$ cat src/design/tri_element_stiffness_assert.svh
// Assertion macros for the triangle element stiffness block.
// Used by tes_back; no other dependencies.
`ifndef TRI_ELEMENT_STIFFNESS_ASSERT_SVH
`define TRI_ELEMENT_STIFFNESS_ASSERT_SVH
`ifndef SYNTH
`define TES_ASSERT_IMP(lbl, clk, rstn, ante, cons, msg) \
    lbl: assert property (@(posedge clk) disable iff (!rstn) (ante) |-> (cons)) else $error(msg);
`define TES_ASSERT_NXT(lbl, clk, rstn, ante, cons, msg) \
    lbl: assert property (@(posedge clk) disable iff (!rstn) (ante) |=> (cons)) else $error(msg);
`else
`define TES_ASSERT_IMP(lbl, clk, rstn, ante, cons, msg)
`define TES_ASSERT_NXT(lbl, clk, rstn, ante, cons, msg)
`endif
`endif

$ cat src/design/tes_pkg.sv
// Shared types and constants of the triangle element stiffness block.
// No dependencies.
`default_nettype none
package tes_pkg;
    localparam int COORD_W = 32;
    localparam int DIFF_W  = 33;
    localparam int NODE_W  = 16;
    localparam int VAL_W   = 48;
    localparam int PAIRS   = 6;

    typedef struct packed {
        logic [2:0][DIFF_W-1:0] ex;
        logic [2:0][DIFF_W-1:0] ey;
        logic [2:0][NODE_W-1:0] node;
    } elem_t;

    function automatic logic [1:0] pair_a(input logic [2:0] k);
        case (k)
            3'd0: pair_a = 2'd0;
            3'd1: pair_a = 2'd1;
            3'd2: pair_a = 2'd0;
            3'd3: pair_a = 2'd0;
            3'd4: pair_a = 2'd1;
            3'd5: pair_a = 2'd2;
            default: pair_a = 2'd0;
        endcase
    endfunction

    function automatic logic [1:0] pair_b(input logic [2:0] k);
        case (k)
            3'd0: pair_b = 2'd1;
            3'd1: pair_b = 2'd2;
            3'd2: pair_b = 2'd2;
            3'd3: pair_b = 2'd0;
            3'd4: pair_b = 2'd1;
            3'd5: pair_b = 2'd2;
            default: pair_b = 2'd0;
        endcase
    endfunction
endpackage
`default_nettype wire

$ cat src/design/tes_front.sv
// Front stage: takes a triangle request, forms edge vectors, masks node indices.
// Depends on tes_pkg.
`default_nettype none
module tes_front #(
    parameter int NODE_INDEX_BITS = 16
) (
    input  wire logic                    aclk,
    input  wire logic                    aresetn,
    input  wire logic                    in_valid,
    output logic                         in_ready,
    input  wire logic [239:0]            in_data,
    output logic                         out_valid,
    input  wire logic                    out_ready,
    output tes_pkg::elem_t               out_elem
);
    localparam logic [15:0] NODE_MASK = (NODE_INDEX_BITS >= 16) ? 16'hFFFF
                                      : 16'((32'd1 << NODE_INDEX_BITS) - 32'd1);

    logic           valid_reg, valid_next;
    tes_pkg::elem_t elem_reg, elem_next;
    logic [2:0][32:0] xs, ys;

    always_comb begin
        for (int i = 0; i < 3; i++) begin
            xs[i] = {in_data[64*i+31], in_data[64*i +: 32]};
            ys[i] = {in_data[64*i+63], in_data[64*i+32 +: 32]};
        end
        elem_next = elem_reg;
        for (int i = 0; i < 3; i++) begin
            elem_next.ex[i]   = ys[(i+1)%3] - ys[(i+2)%3];
            elem_next.ey[i]   = xs[(i+2)%3] - xs[(i+1)%3];
            elem_next.node[i] = in_data[192+16*i +: 16] & NODE_MASK;
        end
    end

    assign in_ready  = !valid_reg || out_ready;
    assign out_valid = valid_reg;
    assign out_elem  = elem_reg;

    always_comb begin
        valid_next = valid_reg;
        if (in_ready) begin
            valid_next = in_valid;
        end
    end

    always_ff @(posedge aclk) begin
        if (!aresetn) begin
            valid_reg <= 1'b0;
        end else begin
            valid_reg <= valid_next;
        end
        if (in_valid && in_ready) begin
            elem_reg <= elem_next;
        end
    end
endmodule
`default_nettype wire

$ cat config.mk
export PLATFORM = sky130hd
export DESIGN_NAME = tes_front
export DESIGN_NICKNAME = d
export VERILOG_FILES = /design/src/design/tri_element_stiffness_assert.svh /design/src/design/tes_pkg.sv /design/src/design/tes_front.sv
export SDC_FILE = /design/constraint.sdc
export NUM_CORES = 1
export LEC_CHECK = 0
export BUFFER_PORTS_ARGS = -buffer_cell sky130_fd_sc_hd__clkbuf_2
export CORE_ASPECT_RATIO = 0.9
export CORE_MARGIN = 5
export CORE_UTILIZATION = 45
export CTS_CLUSTER_DIAMETER = 50
export CTS_CLUSTER_SIZE = 28
export DETAILED_ROUTE_END_ITERATION = 16
export MAX_ROUTING_LAYER = met4
export PLACE_DENSITY = 0.7
export SETUP_SLACK_MARGIN = 0.05
export SYNTH_ARGS = -nofsm -noshare
export SYNTH_HDL_FRONTEND = slang
export SYNTH_SLANG_ARGS = --single-unit
$ cat constraint.sdc
create_clock -name aclk -period 20.1 [get_ports aclk]
set_input_delay 4.02 -clock aclk [delete_from_list [all_inputs] [get_ports aclk]]
set_output_delay 4.02 -clock aclk [all_outputs]
set_load 0.01 [all_outputs]
==> impl_metrics.yaml <==
detailed_routing:
  drtIter0Drc: 1084
  drt_pass1_iterations: 5
  vias: 15340
  ant_nets: 0
  route.detailed.drc: 0
  vias_per_cell: 5.348
  wl_per_cell_um: 19.11
  routed_wl_um: 54840
logic_synthesis:
  ys_warn_count: 0
  synth_edf_count: 246
  synth_ff_type: "edfxtp_1"
  async_flop_share: 0
  synthCells: 1785
  ys_seq_area_frac: 0.4181
  synth.distinct_cells: 72
  synth_fp_nets: 2227
  synth.largest_area_cell: "edfxtp_1"
  yosys-top-cells-area: "edfxtp_1 42%, ha_1 14%, xnor2_1 5.5%"
  synth_top_area_share: 0.4169
  synth_area_per_cell_um2: 9.925
  syn-cell-area_um2: 17720
  yosys-top-cells-count: "246 x edfxtp_1, 246 x inv_1, 192 x ha_1, 139 x a21oi_1, 112 x xnor2_1"
  ys_seq_elements: 247
hold_path:
  hp-class: "flop to flop"
  hold_start: "out_valid"
cts:
  insertion_delay_ns: 0.54
  path_clk_slew_ns: 0.06
  cts_setup_buffers: 0
  cts_root_buffer: "clkbuf_16"
  cts_tree: "yes"
  clock_sinks: 247
  cts_resized: 0
  cts_inserted_buffers: 38
  cts_buffer_depth: 3
  htree_num_levels: 2
  postCtsHoldBufs: 0
timing:
  rsz0062_at_grt: "no"
  maxSlewHeadroom: 0.3352
  period_needed_ns: 8.416
  clock_skew_ns: 0.01019
  clock.fmax_mhz: 118.8
  worst_pin_slew_ns: 0.9721
  hold_viol_final: 0
  setup_violations: 0
  hold_ws_ns: 0.5613
  post-route-period-util: 0.4187
  final_max_slew_viol_count: 0
  tns_ns: 0
  fin_ws_ns: 11.68
setup_path:
  critPathLaunchType: "input port"
  end_kind: "output pin"
  r2r-start: "out_valid"
  critPathRequiredTime_ns: 16.08
  worstSetupPathType: "input port to output pin"
  cp_num_buf_inv: 2
  slowest_delay_ns: 0.16
  critical_path.max_fanout: 3
  critPathMostFrequentCell: "clkbuf_2"
  path_delay_family: "buffers and inverters"
  critPathLaunch: "out_ready"
  worstPathCellList: "clkbuf_2 -> nand2b_1 -> clkbuf_2"
  arrival_ns: 4.40
  cp_slowest_cell: "nand2b_1"
floorplan:
  die_w_um: 219.2
  io_pins: 492
  num_rows: 69
  core_region_area_um2: 39200
  die_h_um: 198.2
  initial_core_util: 0.4520
  dieArea_um2: 43450
power_and_ir_drop:
  power_density_nw_per_um2: 83.79
  switching_share: 0.3123
  clockPowerShare: 0.375
  power_mw: 1.857
  irDropWorstVdd_uv: 77.06
  power_leakage_nw: 10.77
  share_comb_of_total_power: 0.263
  seqPwrFrac: 0.362
  p_int_mw: 1.277
  switching_power_mw: 0.5801
placed_design:
  routabilityCongestion: 0.9930
  pre_cts_slack_ns: 11.68
  place_area_um2: 20800
  io_buffers: 491
  dp.cells: 2792
  hpwl_um: 44950
cells_and_area:
  multiInputGateArea_um2: 9310
  nets: 2742
  fin_cells: 2869
  drive_above_1_share: 0.2489
  n_fill_cell: 3559
  final_area_um2: 22170
  area_growth_pct: 25.11
  register_area_um2: 7407
  final_util: 0.5655
global_routing:
  grt_use_total: 0.2490
  antenna_found_initial: 7
  grt_pass1_vias: 15280
  grt-ovfl-total: 0
  grt_max_degree: 149
  grt_first_pass_wirelength_um: 82020
status:
  status: "complete, no violations"
run:
  drv_cap: 0
power groups by stage:
stage | logic (mW) | clock network [mW] | registers (mW)
2_1_floorplan | 0.282 | 0 | 0.717
3_5_place_dp | 0.484 | 0 | 0.683
5_1_grt | 0.538 | 0.738 | 0.677
3_3_place_gp | 0.479 | 0 | 0.682
6_report | 0.489 | 0.697 | 0.672
4_1_cts | 0.488 | 0.713 | 0.673
state kept, by name, indices dropped and copies added, names as in the netlist:
register	count
out_valid	1
out_elem	246
routing by layer:
layer / part of all wire / GRT usage
met1: 0.40 / 0.2904
met2: 0.48 / 0.4152
met3: 0.085 / 0.05565
met4: 0.041 / 0.1084
met5: 0 / -
path summary, 6_finish.rpt:
path / cells past startpoint / slack [ns] / endpoint
worst min register to register: 2 / 0.56 / out_valid
worst max register to register: 3 / 17.89 / out_elem[149]
worst min-delay path: 2 / 0.56 / out_valid
worst max-delay path: 3 / 11.68 / in_ready
layout make-up:
type / count / area share
clock inverters: 29 / 0.01462
diodes: 7 / 0.0007902
flip-flops and latches: 247 / 0.3342
repair buffers: 494 / 0.1124
clock buffers: 41 / 0.04629
inverters: 246 / 0.04166
well taps: 532 / 0.03003
multi-input cells: 1273 / 0.4200
kinds of logic (layout without fill, tap and decap cells):
kind of cell | after synthesis | in the layout | share of synthesized area
buffers and inverters | 265 | 810 | 0.05657
DFF | 247 | 247 | 0.4181
muxes | 2 | 2 | 0.001130
xor gates and xnor gates | 161 | 161 | 0.07959
AOI/OAI and AO/OA | 526 | 526 | 0.1958
other | 0 | 7 | 0
and+or+nand+nor | 386 | 386 | 0.1064
adders and majority gates | 198 | 198 | 0.1424
cell usage in the layout (no fill, tap or decap), drive strengths merged, types with 24 or more instances in the layout:
cell type	Yosys	final
a21o	107	107
a21oi	139	139
clkbuf	18	532
edfxtp	246	246
ha	192	192
inv	246	259
nand2	99	99
nand2b	24	24
nand3	29	29
nor2	106	106
nor2b	27	27
o21a	36	36
o21ai	99	99
xnor2	112	112
xor2	49	49
tightest hold or removal path, delay by kind of cell, from the launching register on:
kind	cells	cell delay, ns
simple gates	1	0.10
compound gates	1	0.10
flops	1	0.31
Power figures use the tool's default switching activity.
