## config.mk

```make
export PLATFORM = sky130hd
export DESIGN_NAME = tes_queue
export DESIGN_NICKNAME = d
export VERILOG_FILES = /design/src/design/tri_element_stiffness_assert.svh /design/src/design/tes_pkg.sv /design/src/design/tes_queue.sv
export SDC_FILE = /design/constraint.sdc
export NUM_CORES = 1
export LEC_CHECK = 0
export BUFFER_PORTS_ARGS = -buffer_cell sky130_fd_sc_hd__buf_2
export CORE_AREA = 10 10 191 193
export DETAILED_ROUTE_END_ITERATION = 12
export DIE_AREA = 0 0 201 203
export GPL_ROUTABILITY_DRIVEN = 0
export PLACE_DENSITY_LB_ADDON = 0.3
export SLEW_MARGIN = 25
export SYNTH_ARGS = -nofsm -noshare
export SYNTH_HDL_FRONTEND = slang
export SYNTH_SLANG_ARGS = --single-unit
export TNS_END_PERCENT = 50
```

## constraint.sdc

```tcl
create_clock -name aclk -period 14.4 [get_ports aclk]
set_input_delay 2.88 -clock aclk [delete_from_list [all_inputs] [get_ports aclk]]
set_output_delay 2.88 -clock aclk [all_outputs]
set_load 0.05 [all_outputs]
```

## src/design/tri_element_stiffness_assert.svh

```systemverilog
// Assertion macros for the triangle element stiffness block.
// Used by tes_back; no other dependencies.
`ifndef TRI_ELEMENT_STIFFNESS_ASSERT_SVH
`define TRI_ELEMENT_STIFFNESS_ASSERT_SVH
`ifndef SYNTH
`define TES_ASSERT_IMP(lbl, clk, rstn, ante, cons, msg) \
    lbl: assert property (@(posedge clk) disable iff (!rstn) (ante) |-> (cons)) else $error(msg);
`define TES_ASSERT_NXT(lbl, clk, rstn, ante, cons, msg) \
    lbl: assert property (@(posedge clk) disable iff (!rstn) (ante) |=> (cons)) else $error(msg);
`else
`define TES_ASSERT_IMP(lbl, clk, rstn, ante, cons, msg)
`define TES_ASSERT_NXT(lbl, clk, rstn, ante, cons, msg)
`endif
`endif

```

## src/design/tes_pkg.sv

```systemverilog
// Shared types and constants of the triangle element stiffness block.
// No dependencies.
`default_nettype none
package tes_pkg;
    localparam int COORD_W = 32;
    localparam int DIFF_W  = 33;
    localparam int NODE_W  = 16;
    localparam int VAL_W   = 48;
    localparam int PAIRS   = 6;

    typedef struct packed {
        logic [2:0][DIFF_W-1:0] ex;
        logic [2:0][DIFF_W-1:0] ey;
        logic [2:0][NODE_W-1:0] node;
    } elem_t;

    function automatic logic [1:0] pair_a(input logic [2:0] k);
        case (k)
            3'd0: pair_a = 2'd0;
            3'd1: pair_a = 2'd1;
            3'd2: pair_a = 2'd0;
            3'd3: pair_a = 2'd0;
            3'd4: pair_a = 2'd1;
            3'd5: pair_a = 2'd2;
            default: pair_a = 2'd0;
        endcase
    endfunction

    function automatic logic [1:0] pair_b(input logic [2:0] k);
        case (k)
            3'd0: pair_b = 2'd1;
            3'd1: pair_b = 2'd2;
            3'd2: pair_b = 2'd2;
            3'd3: pair_b = 2'd0;
            3'd4: pair_b = 2'd1;
            3'd5: pair_b = 2'd2;
            default: pair_b = 2'd0;
        endcase
    endfunction
endpackage
`default_nettype wire

```

## src/design/tes_queue.sv

```systemverilog
// Two-entry queue of prepared triangles between front and back.
// Depends on tes_pkg.
`default_nettype none
module tes_queue (
    input  wire logic        aclk,
    input  wire logic        aresetn,
    input  wire logic        push_valid,
    output logic             push_ready,
    input  tes_pkg::elem_t   push_elem,
    output logic             pop_valid,
    input  wire logic        pop_ready,
    output tes_pkg::elem_t   pop_elem
);
    tes_pkg::elem_t mem_reg [2];
    logic       wr_reg, wr_next, rd_reg, rd_next;
    logic [1:0] cnt_reg, cnt_next;
    logic       push, pop;

    assign push_ready = (cnt_reg != 2'd2);
    assign pop_valid  = (cnt_reg != 2'd0);
    assign pop_elem   = mem_reg[rd_reg];
    assign push       = push_valid && push_ready;
    assign pop        = pop_valid && pop_ready;

    always_comb begin
        wr_next  = push ? !wr_reg : wr_reg;
        rd_next  = pop ? !rd_reg : rd_reg;
        cnt_next = cnt_reg + {1'b0, push} - {1'b0, pop};
    end

    always_ff @(posedge aclk) begin
        if (!aresetn) begin
            wr_reg  <= 1'b0;
            rd_reg  <= 1'b0;
            cnt_reg <= 2'd0;
        end else begin
            wr_reg  <= wr_next;
            rd_reg  <= rd_next;
            cnt_reg <= cnt_next;
        end
        if (push) begin
            mem_reg[wr_reg] <= push_elem;
        end
    end
endmodule
`default_nettype wire

```

==> impl_metrics.ini, run 1 <==
[synth]
synth.area.top_cells = edfxtp_1, mux2_2, buf_6
synthArstFlopShare_pct = 0
synth-edff-count = 492
ys_top_cells_by_count = edfxtp_1, mux2_2, buf_6
ys_warn_count = 0
synth_top_cell_by_area = edfxtp_1
syn_area_sq_um = 18080
synth_most_common_cell = edfxtp_1
synth.avg_cell_area_sq_um = 22.75
synth_flop_cell = edfxtp_1
ys_types = 24
synth_seq_cells = 497
synthCells = 795
syn_nets = 1046
ys_seq_area_share_pct = 82.26
synth.top_cell.area_share_pct = 81.70

[global_routing]
grt-ovfl-total = 0
grt_pass1_vias = 10010
grt_first_pass_wirelength_um = 62660
antenna_found_initial = 20
grt_max_degree = 107
track_usage_pct = 20.55

[final_layout]
fillers = 2076
final_layout_size_suffix_gt1_share_pct = 60.64
finalInstanceArea_sq_um = 22510
syn2layout_area_growth_pct = 24.49
largest_reg_flops = 492
fin_nets = 1574

[setup_path]
r2r-start = cnt_reg[0]
critPathKind = flop to output pin
startpoint_type = flop
arrival_ns = 3.46
r2r_slack_ns = 11.10
critPathRequiredTime_ns = 11.52
endpoint_kind = output pin
worstPathMaxFanout = 73
r2r_end = mem_reg[1][183]
reg2reg_depth = 4

[clock_tree]
htree_levels = 2
clk_latency_ns = 0.54
cts_buffers = 48
cts_tree = yes
root_buffer = clkbuf_16
cts_buffer_depth = 3
hold_buffers = 0
clock-sinks = 497
post_cts_buffers = 0
cts.clk_slew.worst_paths_ns = 0.05
post_cts_resized = 0

[timing]
setup_viol = 0
clock.fmax_mhz = 157.7
tns_ns = 0
grt_setup_unrepaired = false
worst_clock_skew_ns = 0.01582
report.final.slew_viol_count = 0
worst_slew_pin_slew_ns = 1.018
fin_crit_ns = 6.343
finalHoldViolCount = 0
final_min_period_over_clock_period_pct = 44.05
slew_headroom_pct = 32.15

[pwr]
cellLeakagePower_nw = 8.370
ir_drop_v = 0.0001542
power.density_nw_per_um2 = 190.5

[hold_path]
hp-class = flop to flop
hold_start = rd_reg
holdPathEnd = rd_reg
hold_path_depth = 2

[route]
vias_per_cell = 5.230
drc = 0
routed-via-count = 9472
wire_per_inst_um = 24.10
dr.pass1.iters = 4
antenna_left = 0
routed_wl_um = 43650
drt_iter0_markers = 575

[die]
die-height_um = 203
floorplan.initialDensity_pct = 55.72
dieArea_sq_um = 40800
std_cell_rows = 66
ios = 498
die_w_um = 201
core_area_sq_um = 32450

[placement]
place_hpwl_um = 31230
portBuffers = 497
placed_cell_area_sq_um = 20920

[flow_run]
maxCapViolations = 0

[run_status]
outcome = completed
kinds of logic after synthesis:
kind of cell,synth area share [%]
mux,15.32
xor+xnor,0.04845
fa+ha+maj,0.06918
flops,82.26
compound gates,0.2422
simple gates,0.4844
buf+inv,1.578
worst max path at each step:
stage,from,end,depth (start not counted)
2_1_floorplan,push_valid,mem_reg[1][0],1
3_3_place_gp,push_valid,mem_reg[1][177],4
3_5_place_dp,flop,pop_elem[30],4
4_1_cts,flop,pop_elem[179],4
5_1_grt,flop,pop_elem[46],4
6_report,flop,pop_elem[179],4
layout make-up:
type | instances | area (sq um) | share of cell area [%]
timing repair buffer | 505 | 2551 | 11.33
clock buffer | 58 | 1260 | 5.597
clock inverter | 23 | 287.8 | 1.278
tap | 442 | 553.0 | 2.457
inverter | 2 | 15.01 | 0.06670
multi-input combinational | 269 | 2928 | 13.01
antenna | 15 | 37.54 | 0.1668
sequential | 497 | 14880 | 66.09
power breakdown:
| part | internal, mW | total (mW) | switching, mW |
|---|---|---|---|
| logic | 0.328 | 1.25 | 0.918 |
| registers | 1.76 | 1.81 | 0.0496 |
| clock network | 0.744 | 1.23 | 0.489 |
| total | 2.83 | 4.29 | 1.46 |
worst max-delay path, cell delays in order (launching register included):
cell	delay (ns)
dfxtp_4	0.72
buf_4	0.68
buf_4	0.78
mux2_2	0.43
buf_2	0.21
cell usage in the layout (no fill, tap or decap), types with 2 or more instances in the layout:
cell,netlist,routed
buf_4,7,7
edfxtp_1,492,492
o21ai_0,2,2
clkinv_2,0,6
bufinv_16,0,7
clkbuf_16,0,49
clkbuf_1,0,9
mux2_2,246,246
nor2_1,4,4
dfxtp_1,5,4
clkinv_4,0,2
clkinv_1,0,8
diode_2,0,15
buf_2,0,497
per-layer routing:
layer	up-vias	GRT usage [%]	part of all wire, %
met4	14	8.547	3.1
met1	4672	21.80	34
li1	4267	-	-
met2	431	35.54	52
met5	-	0	0.24
met3	88	8.597	10
per-stage QoR:
| stage | cells | util [%] | power [mW] | setup WS [ns] | hold slack (ns) |
|---|---|---|---|---|---|
| detailed placement | 1715 | 64.47 | 3.091 | 8.564 | 0.4873 |
| global route | 1805 | 69.32 | 4.430 | 7.838 | 0.5357 |
| CTS | 1796 | 69.23 | 4.327 | 7.979 | 0.5058 |
| global placement | 1715 | 64.47 | 3.079 | 8.568 | 0.4852 |
| floorplan | 795 | - | 2.852 | 5.225 | 0.4725 |
| finish | 1811 | 69.36 | 4.287 | 8.057 | 0.5049 |
No activity file was read; power rests on OpenSTA's default activity.
==> inputs of run 2 (changes only) <==
CORE_AREA = 10 10 198 200   (was 10 10 191 193)
DIE_AREA = 0 0 208 210   (was 0 0 201 203)
clock period = 6.2 ns   (was 14.4 ns; I/O delays follow)
==> run 2 against run 1 <==
  * Hold slack better by 0.0071 ns
  * Register-to-register slack got worse by 7.3 ns
  * Largest power group unchanged
  * Highest routed layer unchanged
  * Critical path depth is 1 lower
  * Via count shrank 1.2%
  * Final cell count increased by 1.0%
  * Combinational power rose by 140%
  * Non-clock buffer count did not move
  * Clock-buffer cell count up 12
  * Sequential cell count stayed put
  * Sequential power up 130%
  * Final area about the same
==> impl_metrics.ini, run 2 (synthesis gave the netlist of run 1 again) <==
[run_status]
outcome = completed

[global_routing]
antenna_found_initial = 14
grt_pass1_vias = 10040
grt_max_degree = 141
grt_first_pass_wirelength_um = 61110
grt-ovfl-total = 0
track_usage_pct = 18.34

[clock_tree]
cts_buffer_depth = 3
hold_buffers = 0
cts_buffers = 49
cts_tree = yes
htree_levels = 2
clk_latency_ns = 0.55
cts.clk_slew.worst_paths_ns = 0.06
post_cts_buffers = 0
root_buffer = clkbuf_16
clock-sinks = 497
post_cts_resized = 0

[timing]
fin_hold_ws_ns = 0.5120
worst_clock_skew_ns = 0.01418
clock.fmax_mhz = 269.3
fin_crit_ns = 3.714
grt_setup_unrepaired = false
worst_slew_pin_slew_ns = 0.7925
report.final.slew_viol_count = 0
final_min_period_over_clock_period_pct = 59.90
setup_viol = 0
tns_ns = 0
finalHoldViolCount = 0
slew_headroom_pct = 47.17

[route]
routed_wl_um = 41760
dr.pass1.iters = 5
drc = 0
vias_per_cell = 5.116
routed-via-count = 9362
antenna_left = 0
wire_per_inst_um = 22.82
drt_iter0_markers = 508

[setup_path]
startpoint_type = flop
worstPathMaxFanout = 124
critPathRequiredTime_ns = 4.96
endpoint_kind = output pin
crit_slowest_cell = dfxtp_4
arrival_ns = 2.47
path_cells = buf_12 -> mux2_2 -> buf_2
critPathKind = flop to output pin
slowest_delay_ns = 0.55
cp_num_buf_inv = 2
cp_top_family = buffers and inverters

[final_layout]
fin_util_pct = 63.95
final_cells = 1830
multiInputGateArea_sq_um = 2928
layout_common_cells = buf_2, edfxtp_1, mux2_2
syn2layout_area_growth_pct = 24.57
final_common_cell = buf_2
largest_reg_flops = 492
fin_nets = 1575
final-seq-area_sq_um = 14880
final_layout_size_suffix_gt1_share_pct = 59.78
fillers = 2566

[placement]
place_hpwl_um = 29410
portBuffers = 497
place_inst = 1734

[pwr]
power.density_nw_per_um2 = 437.3
finalPower_mw = 9.851
ir_drop_v = 0.0003311
cellLeakagePower_nw = 8.346

[flow_run]
maxCapViolations = 0

[die]
ios = 498
core_area_sq_um = 35220
floorplan.initialDensity_pct = 51.34
dieArea_sq_um = 43680
die_w_um = 208
std_cell_rows = 69
die-height_um = 210

[hold_path]
hp-class = flop to flop
run 2: stage by stage:
step                setup slack [ns]  instance area (sq um)
finish                         2.486                  22530
global route                   2.407                  22520
CTS                            2.521                  22500
detailed placement             2.791                  21020
global placement               2.766                  20990
floorplan                    -0.4725                  18080
run 2: final cells by class:
| cell class | instances | area share, % |
|---|---|---|
| inverter | 2 | 0.08887 |
| antenna | 9 | 0.09998 |
| multi-input combinational | 269 | 13.00 |
| clock inverter | 17 | 0.6554 |
| tap | 461 | 2.561 |
| sequential | 497 | 66.05 |
| timing repair buffer | 505 | 11.62 |
| clock buffer | 70 | 5.927 |
run 2: tightest hold or removal path: stages, from the launching register on:
cell     delay [ns]
dfxtp_1        0.33
xor2_1         0.08
nor2_1         0.07
run 2: where the power goes:
group | leakage, nW | internal [mW] | switching [mW]
Combinational | 2.99 | 0.776 | 2.16
Sequential | 4.64 | 4.08 | 0.0844
Clock | 0.714 | 1.61 | 1.14
Total | 8.35 | 6.47 | 3.38
run 2: final timing paths:
| path | startpoint | end | slack, ns | cells after the start |
|---|---|---|---|---|
| worst max-delay path | flop | pop_elem[195] | 2.49 | 3 |
| worst min-delay path | rd_reg | flop | 0.51 | 2 |
| worst max register to register | cnt_reg[0] | mem_reg[0][66] | 3.77 | 4 |
| worst min register to register | rd_reg | flop | 0.51 | 2 |
run 2: per-layer routing:
layer  routed length (um)  global-route usage, %  part of all wire, %
met4                  986                  6.597                  2.4
met5                   65                      0                 0.16
met1                15410                  20.80                   37
met2                21650                  31.48                   52
met3                 3652                  6.682                  8.7
