### src/design/tri_element_stiffness_assert.svh
// Assertion macros for the triangle element stiffness block.
// Used by tes_back; no other dependencies.
`ifndef TRI_ELEMENT_STIFFNESS_ASSERT_SVH
`define TRI_ELEMENT_STIFFNESS_ASSERT_SVH
`ifndef SYNTH
`define TES_ASSERT_IMP(lbl, clk, rstn, ante, cons, msg) \
    lbl: assert property (@(posedge clk) disable iff (!rstn) (ante) |-> (cons)) else $error(msg);
`define TES_ASSERT_NXT(lbl, clk, rstn, ante, cons, msg) \
    lbl: assert property (@(posedge clk) disable iff (!rstn) (ante) |=> (cons)) else $error(msg);
`else
`define TES_ASSERT_IMP(lbl, clk, rstn, ante, cons, msg)
`define TES_ASSERT_NXT(lbl, clk, rstn, ante, cons, msg)
`endif
`endif

### src/design/tes_pkg.sv
// Shared types and constants of the triangle element stiffness block.
// No dependencies.
`default_nettype none
package tes_pkg;
    localparam int COORD_W = 32;
    localparam int DIFF_W  = 33;
    localparam int NODE_W  = 16;
    localparam int VAL_W   = 48;
    localparam int PAIRS   = 6;

    typedef struct packed {
        logic [2:0][DIFF_W-1:0] ex;
        logic [2:0][DIFF_W-1:0] ey;
        logic [2:0][NODE_W-1:0] node;
    } elem_t;

    function automatic logic [1:0] pair_a(input logic [2:0] k);
        case (k)
            3'd0: pair_a = 2'd0;
            3'd1: pair_a = 2'd1;
            3'd2: pair_a = 2'd0;
            3'd3: pair_a = 2'd0;
            3'd4: pair_a = 2'd1;
            3'd5: pair_a = 2'd2;
            default: pair_a = 2'd0;
        endcase
    endfunction

    function automatic logic [1:0] pair_b(input logic [2:0] k);
        case (k)
            3'd0: pair_b = 2'd1;
            3'd1: pair_b = 2'd2;
            3'd2: pair_b = 2'd2;
            3'd3: pair_b = 2'd0;
            3'd4: pair_b = 2'd1;
            3'd5: pair_b = 2'd2;
            default: pair_b = 2'd0;
        endcase
    endfunction
endpackage
`default_nettype wire

### src/design/tes_back.sv
// Back stage: shared multiplier, determinant, dot products, radix-2 divider,
// rounding, saturation and output register. Depends on tes_pkg and the assert header.
`default_nettype none
`include "tri_element_stiffness_assert.svh"
module tes_back (
    input  wire logic        aclk,
    input  wire logic        aresetn,
    input  wire logic        in_valid,
    output logic             in_ready,
    input  tes_pkg::elem_t   in_elem,
    output logic             m_tvalid,
    input  wire logic        m_tready,
    output logic [79:0]      m_tdata,
    output logic             m_tlast,
    output logic             m_tuser
);
    typedef enum logic [3:0] {
        ST_IDLE, ST_DET0, ST_DET1, ST_DET2, ST_DOT0, ST_DOT1, ST_DOT2, ST_DIV, ST_OUT
    } state_t;

    state_t                st_reg, st_next;
    tes_pkg::elem_t        cur_reg, cur_next;
    logic [2:0]            k_reg, k_next;
    logic signed [65:0]    prod_reg, prod_next, acc_reg, acc_next;
    logic [66:0]           absdet_reg, absdet_next;
    logic                  degen_reg, degen_next, neg_reg, neg_next, sat_reg, sat_next;
    logic [67:0]           p_reg, p_next;
    logic [47:0]           nlow_reg, nlow_next, q_reg, q_next;
    logic [5:0]            cnt_reg, cnt_next;
    logic                  ov_reg, ov_next;
    logic [79:0]           od_reg, od_next;
    logic                  ol_reg, ol_next, ou_reg, ou_next;

    logic signed [32:0]    ma, mb;
    logic [1:0]            ia, ib;
    logic signed [66:0]    det_w, dot_w;
    logic [66:0]           mag_w;
    logic [90:0]           num_w;
    logic [67:0]           den_w;
    logic [68:0]           t_w;
    logic                  ge_w, out_free;
    logic [47:0]           val_w;
    logic [15:0]           na, nb;

    assign ia       = tes_pkg::pair_a(k_reg);
    assign ib       = tes_pkg::pair_b(k_reg);
    assign den_w    = {absdet_reg, 1'b0};
    assign det_w    = {acc_reg[65], acc_reg} - {prod_reg[65], prod_reg};
    assign dot_w    = {acc_reg[65], acc_reg} + {prod_reg[65], prod_reg};
    assign mag_w    = dot_w[66] ? 67'(-dot_w) : 67'(dot_w);
    assign num_w    = {mag_w[66:0], 24'd0} + {24'd0, absdet_reg};
    assign t_w      = {p_reg, nlow_reg[47]};
    assign ge_w     = t_w >= {1'b0, den_w};
    assign out_free = !ov_reg || m_tready;
    assign in_ready = (st_reg == ST_IDLE);
    assign na       = cur_reg.node[ia];
    assign nb       = cur_reg.node[ib];
    assign prod_next = ma * mb;

    always_comb begin
        case (st_reg)
            ST_DET0: begin ma = $signed(cur_reg.ey[2]); mb = $signed(cur_reg.ex[1]); end
            ST_DET1: begin ma = $signed(cur_reg.ey[1]); mb = $signed(cur_reg.ex[2]); end
            ST_DOT0: begin ma = $signed(cur_reg.ex[ia]); mb = $signed(cur_reg.ex[ib]); end
            ST_DOT1: begin ma = $signed(cur_reg.ey[ia]); mb = $signed(cur_reg.ey[ib]); end
            default: begin ma = '0; mb = '0; end
        endcase
    end

    always_comb begin
        if (degen_reg) begin
            val_w = '0;
        end else if (neg_reg) begin
            val_w = (sat_reg || (q_reg > 48'h800000000000)) ? 48'h800000000000
                                                           : 48'(-q_reg);
        end else begin
            val_w = (sat_reg || q_reg[47]) ? 48'h7FFFFFFFFFFF : q_reg;
        end
    end

    always_comb begin
        st_next     = st_reg;
        cur_next    = cur_reg;
        k_next      = k_reg;
        acc_next    = acc_reg;
        absdet_next = absdet_reg;
        degen_next  = degen_reg;
        neg_next    = neg_reg;
        sat_next    = sat_reg;
        p_next      = p_reg;
        nlow_next   = nlow_reg;
        q_next      = q_reg;
        cnt_next    = cnt_reg;
        ov_next     = ov_reg && !m_tready;
        od_next     = od_reg;
        ol_next     = ol_reg;
        ou_next     = ou_reg;
        case (st_reg)
            ST_IDLE: begin
                if (in_valid) begin
                    cur_next = in_elem;
                    st_next  = ST_DET0;
                end
            end
            ST_DET0: st_next = ST_DET1;
            ST_DET1: begin
                acc_next = prod_reg;
                st_next  = ST_DET2;
            end
            ST_DET2: begin
                degen_next  = (det_w == '0);
                absdet_next = det_w[66] ? 67'(-det_w) : 67'(det_w);
                k_next      = 3'd0;
                st_next     = ST_DOT0;
            end
            ST_DOT0: st_next = ST_DOT1;
            ST_DOT1: begin
                acc_next = prod_reg;
                st_next  = ST_DOT2;
            end
            ST_DOT2: begin
                neg_next  = dot_w[66];
                sat_next  = {25'd0, num_w[90:48]} >= den_w;
                p_next    = {25'd0, num_w[90:48]};
                nlow_next = num_w[47:0];
                q_next    = '0;
                cnt_next  = 6'd47;
                st_next   = (degen_reg || ({25'd0, num_w[90:48]} >= den_w)) ? ST_OUT
                                                                             : ST_DIV;
            end
            ST_DIV: begin
                p_next    = ge_w ? 68'(t_w - {1'b0, den_w}) : t_w[67:0];
                q_next    = {q_reg[46:0], ge_w};
                nlow_next = {nlow_reg[46:0], 1'b0};
                cnt_next  = cnt_reg - 6'd1;
                if (cnt_reg == 6'd0) begin
                    st_next = ST_OUT;
                end
            end
            ST_OUT: begin
                if (out_free) begin
                    ov_next = 1'b1;
                    od_next = {val_w, (na > nb) ? nb : na, (na > nb) ? na : nb};
                    ol_next = (k_reg == 3'd5);
                    ou_next = degen_reg;
                    if (k_reg == 3'd5) begin
                        st_next = ST_IDLE;
                    end else begin
                        k_next  = k_reg + 3'd1;
                        st_next = ST_DOT0;
                    end
                end
            end
            default: st_next = ST_IDLE;
        endcase
    end

    always_ff @(posedge aclk) begin
        if (!aresetn) begin
            st_reg <= ST_IDLE;
            ov_reg <= 1'b0;
            k_reg  <= 3'd0;
        end else begin
            st_reg <= st_next;
            ov_reg <= ov_next;
            k_reg  <= k_next;
        end
        cur_reg    <= cur_next;
        prod_reg   <= prod_next;
        acc_reg    <= acc_next;
        absdet_reg <= absdet_next;
        degen_reg  <= degen_next;
        neg_reg    <= neg_next;
        sat_reg    <= sat_next;
        p_reg      <= p_next;
        nlow_reg   <= nlow_next;
        q_reg      <= q_next;
        cnt_reg    <= cnt_next;
        od_reg     <= od_next;
        ol_reg     <= ol_next;
        ou_reg     <= ou_next;
    end

    assign m_tvalid = ov_reg;
    assign m_tdata  = od_reg;
    assign m_tlast  = ol_reg;
    assign m_tuser  = ou_reg;

    `TES_ASSERT_IMP(a_div_live, aclk, aresetn, st_reg == ST_DIV, !degen_reg && !sat_reg, "divide on degenerate or saturated pair")
    `TES_ASSERT_IMP(a_rem_bound, aclk, aresetn, st_reg == ST_DIV, p_reg < den_w, "partial remainder out of range")
    `TES_ASSERT_NXT(a_det_seq, aclk, aresetn, st_reg == ST_DET0, st_reg == ST_DET1, "determinant sequence broken")
    `TES_ASSERT_NXT(a_div_end, aclk, aresetn, st_reg == ST_DIV && cnt_reg == 6'd0, st_reg == ST_OUT, "divide did not finish")
endmodule
`default_nettype wire

### config.mk
export PLATFORM = sky130hd
export DESIGN_NAME = tes_back
export DESIGN_NICKNAME = d
export VERILOG_FILES = /design/src/design/tes_pkg.sv /design/src/design/tes_back.sv
export VERILOG_INCLUDE_DIRS = /design/src /design/src/design
export SDC_FILE = /design/constraint.sdc
export NUM_CORES = 2
export LEC_CHECK = 0
export ABC_AREA = 1
export ABC_CLOCK_PERIOD_IN_PS = 20200
export BUFFER_PORTS_ARGS = -buffer_cell sky130_fd_sc_hd__buf_2
export CAP_MARGIN = 20
export CORE_MARGIN = 2
export CORE_UTILIZATION = 45
export DETAILED_ROUTE_END_ITERATION = 6
export PLACE_DENSITY = 0.6
export SKIP_CTS_REPAIR_TIMING = 1
export SLEW_MARGIN = 20
export SYNTH_ARGS = -nofsm -noshare
export SYNTH_HDL_FRONTEND = slang
export SYNTH_SLANG_ARGS = --single-unit
### constraint.sdc
create_clock -name aclk -period 20.2 [get_ports aclk]
set_input_delay 4.04 -clock aclk [delete_from_list [all_inputs] [get_ports aclk]]
set_output_delay 4.04 -clock aclk [all_outputs]
set_load 0.02 [all_outputs]
==> results.yml <==
outcome:
  status: "finished, violations left"
  failed_checks: "DRC"
yosys:
  synth_fp_nets: 13956
  muxShareOfSynthArea: 0.000107
  ys_seq_area_frac: 0.219
  synth_compound_area_frac: 0.103
  netlist_top_cells_area: "fa_1, edfxtp_1, nand2_1"
  synthSimpleGateAreaFrac: 0.210
  synth_edf_count: 634
  synthArstFlopShare: 0
  ys.flop_type: "edfxtp_1"
  syn_inst: 12029
  synth_area_leader_cell: "fa_1"
  avgSynthCellArea_um2: 7.79
  synth_top_area_share: 0.245
  synth_top_family_by_area: "adder cells"
  ys.warnings.count: 0
  synth_xor_area_frac: 0.0338
  ys_types: 75
  yosys.area_share.adder: 0.316
  ys_seq_elements: 708
  syn_area_um2: 93800
worst_setup_path:
  arrival_ns: 12.23
  max_stage_delay_ns: 0.87
  critical_path.slowest_cell: "a2111oi_0"
  start_kind: "flip-flop"
  critPathBufInv: 12
  critPathTopFamily: "adder cells"
  worst-path-max-fanout: 88
  critPathKind: "reg2reg"
  critPathRequiredTime_ns: 20.76
  end_kind: "flip-flop"
grt:
  grt_pass1_vias: 82005
  grt_use_total: 0.314
  grt_use_met3: 0.0450
  grtUsageMet1: 0.412
  grt_start_max_net_pins: 171
  use_met2: 0.520
  grt.busiest_layer: "met2"
  grt_pass1_wl_um: 505000
  grt.overflow.total: 0
  antenna_found_initial: 6
finish:
  largest_reg_flops: 246
  post-route-util: 0.488
  finalNetCount: 14037
  syn2layout_area_growth_pct: 7.69
  fin_area_um2: 101000
  drive_gt1_frac: 0.0800
routing:
  vias: 81059
  ant_nets: 0
  wl_per_cell_um: 22.3
  wirelength_um: 334000
  routed_via_density: 5.41
  drtIter0Drc: 7398
  drcViolationCount: 5
  drt-pass1-iter-count: 7
place:
  port_buffers: 333
  hpwl_um: 274000
  place_congestion: 0.998
  placed_area_um2: 98000
timing:
  tns_ns: 0
  rsz0062_at_grt: "false"
  finalClockSkew_ns: 0.108
  tightest_slew_ns: 1.10
  setup_viol: 0
  finalWorstPathRequiredPeriod_ns: 11.67
  final_hold_viol_count: 0
  slew_viol_final: 0
  period_share: 0.578
  fmax_mhz: 85.7
  hold_ws_ns: 0.438
  maxSlewHeadroom: 0.247
clocking:
  root_buffer: "clkbuf_16"
  cts_made_buffers: 85
  cts.sinks: 708
  cts_tree: "yes"
  clock_path_buffers: 3
  clkTransAtPathRegs_ns: 0.06
  cts_max_level: 3
  clkLatencyLatePin_ns: 0.80
run:
  cap_violations: 0
die:
  die_w_um: 460
  rows: 167
  start_util: 0.453
  die_h_um: 460
  die_area_um2: 212000
  io_pins: 334
  coreArea_um2: 207000
hold_path:
  hold_path_class: "reg2reg"
stage by stage:
step           std cells  worst slack, ns
4_1_cts            14971             8.67
6_report           14976             8.53
3_3_place_gp       14811             8.83
3_5_place_dp       14811             8.75
5_1_grt            14975             7.97
2_1_floorplan      12029             6.00
worst paths after layout:
check               startpoint           end  cells after the start  slack, ns
setup / recovery      k_reg[0]  prod_reg[58]                     38       8.53
hold / removal    prod_reg[21]   acc_reg[21]                      0       0.44
setup reg to reg      k_reg[0]  prod_reg[58]                     38       8.53
hold reg to reg   prod_reg[21]   acc_reg[21]                      0       0.44
cell type report:
cell class | count | area, um2
fillers | 20448 | 106000
multi-input cells | 8399 | 62200
flip-flops and latches | 708 | 20500
inverters | 2479 | 9310
well taps | 2788 | 3490
repair buffers | 437 | 2460
clock buffers | 102 | 2290
clock inverters | 58 | 666
diodes | 5 | 12.5
Yosys cell counts (all sizes together), types with 3 or more instances:
cell type,count
o21a,42
clkbuf,356
nor2,868
o21ai,642
a31o,3
a211oi,5
xor2,240
a21boi,18
and2,13
inv,2458
a22oi,31
o311ai,4
o221a,3
clkinv,21
buf,87
a21o,19
nand3b,9
xnor2,118
fa,1149
nand4,113
o221ai,6
a31oi,63
o31ai,13
nand3,431
nand2,3130
dfxtp,74
a221oi,11
a21oi,563
o211ai,180
o21bai,24
ha,528
o2111ai,5
o22ai,33
edfxtp,634
nor3,77
or2,5
and3,4
nor4,38
per-layer routing:
metal / part of all wire / vias up / wire length, um
li1: - / 37680 / -
met1: 0.42 / 39600 / 138000
met2: 0.47 / 3198 / 157000
met3: 0.068 / 581 / 22700
met4: 0.046 / 0 / 15300
met5: 0 / - / 0
cell usage in the layout (no fill, tap or decap), types with 178 or more instances in the layout:
| cell | count |
|---|---|
| a21oi_1 | 542 |
| buf_2 | 333 |
| edfxtp_1 | 634 |
| fa_1 | 1149 |
| ha_1 | 527 |
| inv_1 | 2385 |
| nand2_1 | 3028 |
| nand3_1 | 408 |
| nor2_1 | 742 |
| o211ai_1 | 178 |
| o21ai_0 | 585 |
| xor2_1 | 236 |
cells by family (layout without fill, tap and decap cells):
| group | Yosys count | count (layout) |
|---|---|---|
| other | 0 | 5 |
| and+or+nand+nor | 4691 | 4691 |
| AOI/OAI and AO/OA | 1672 | 1672 |
| adders and majority gates | 1677 | 1677 |
| xor gates and xnor gates | 358 | 358 |
| muxes | 1 | 1 |
| DFF | 708 | 708 |
| buffers and inverters | 2922 | 3076 |
Power is left out: the tool's default activity adds up to more than one toggle a clock period on the data nets, which glitch-free logic cannot reach.
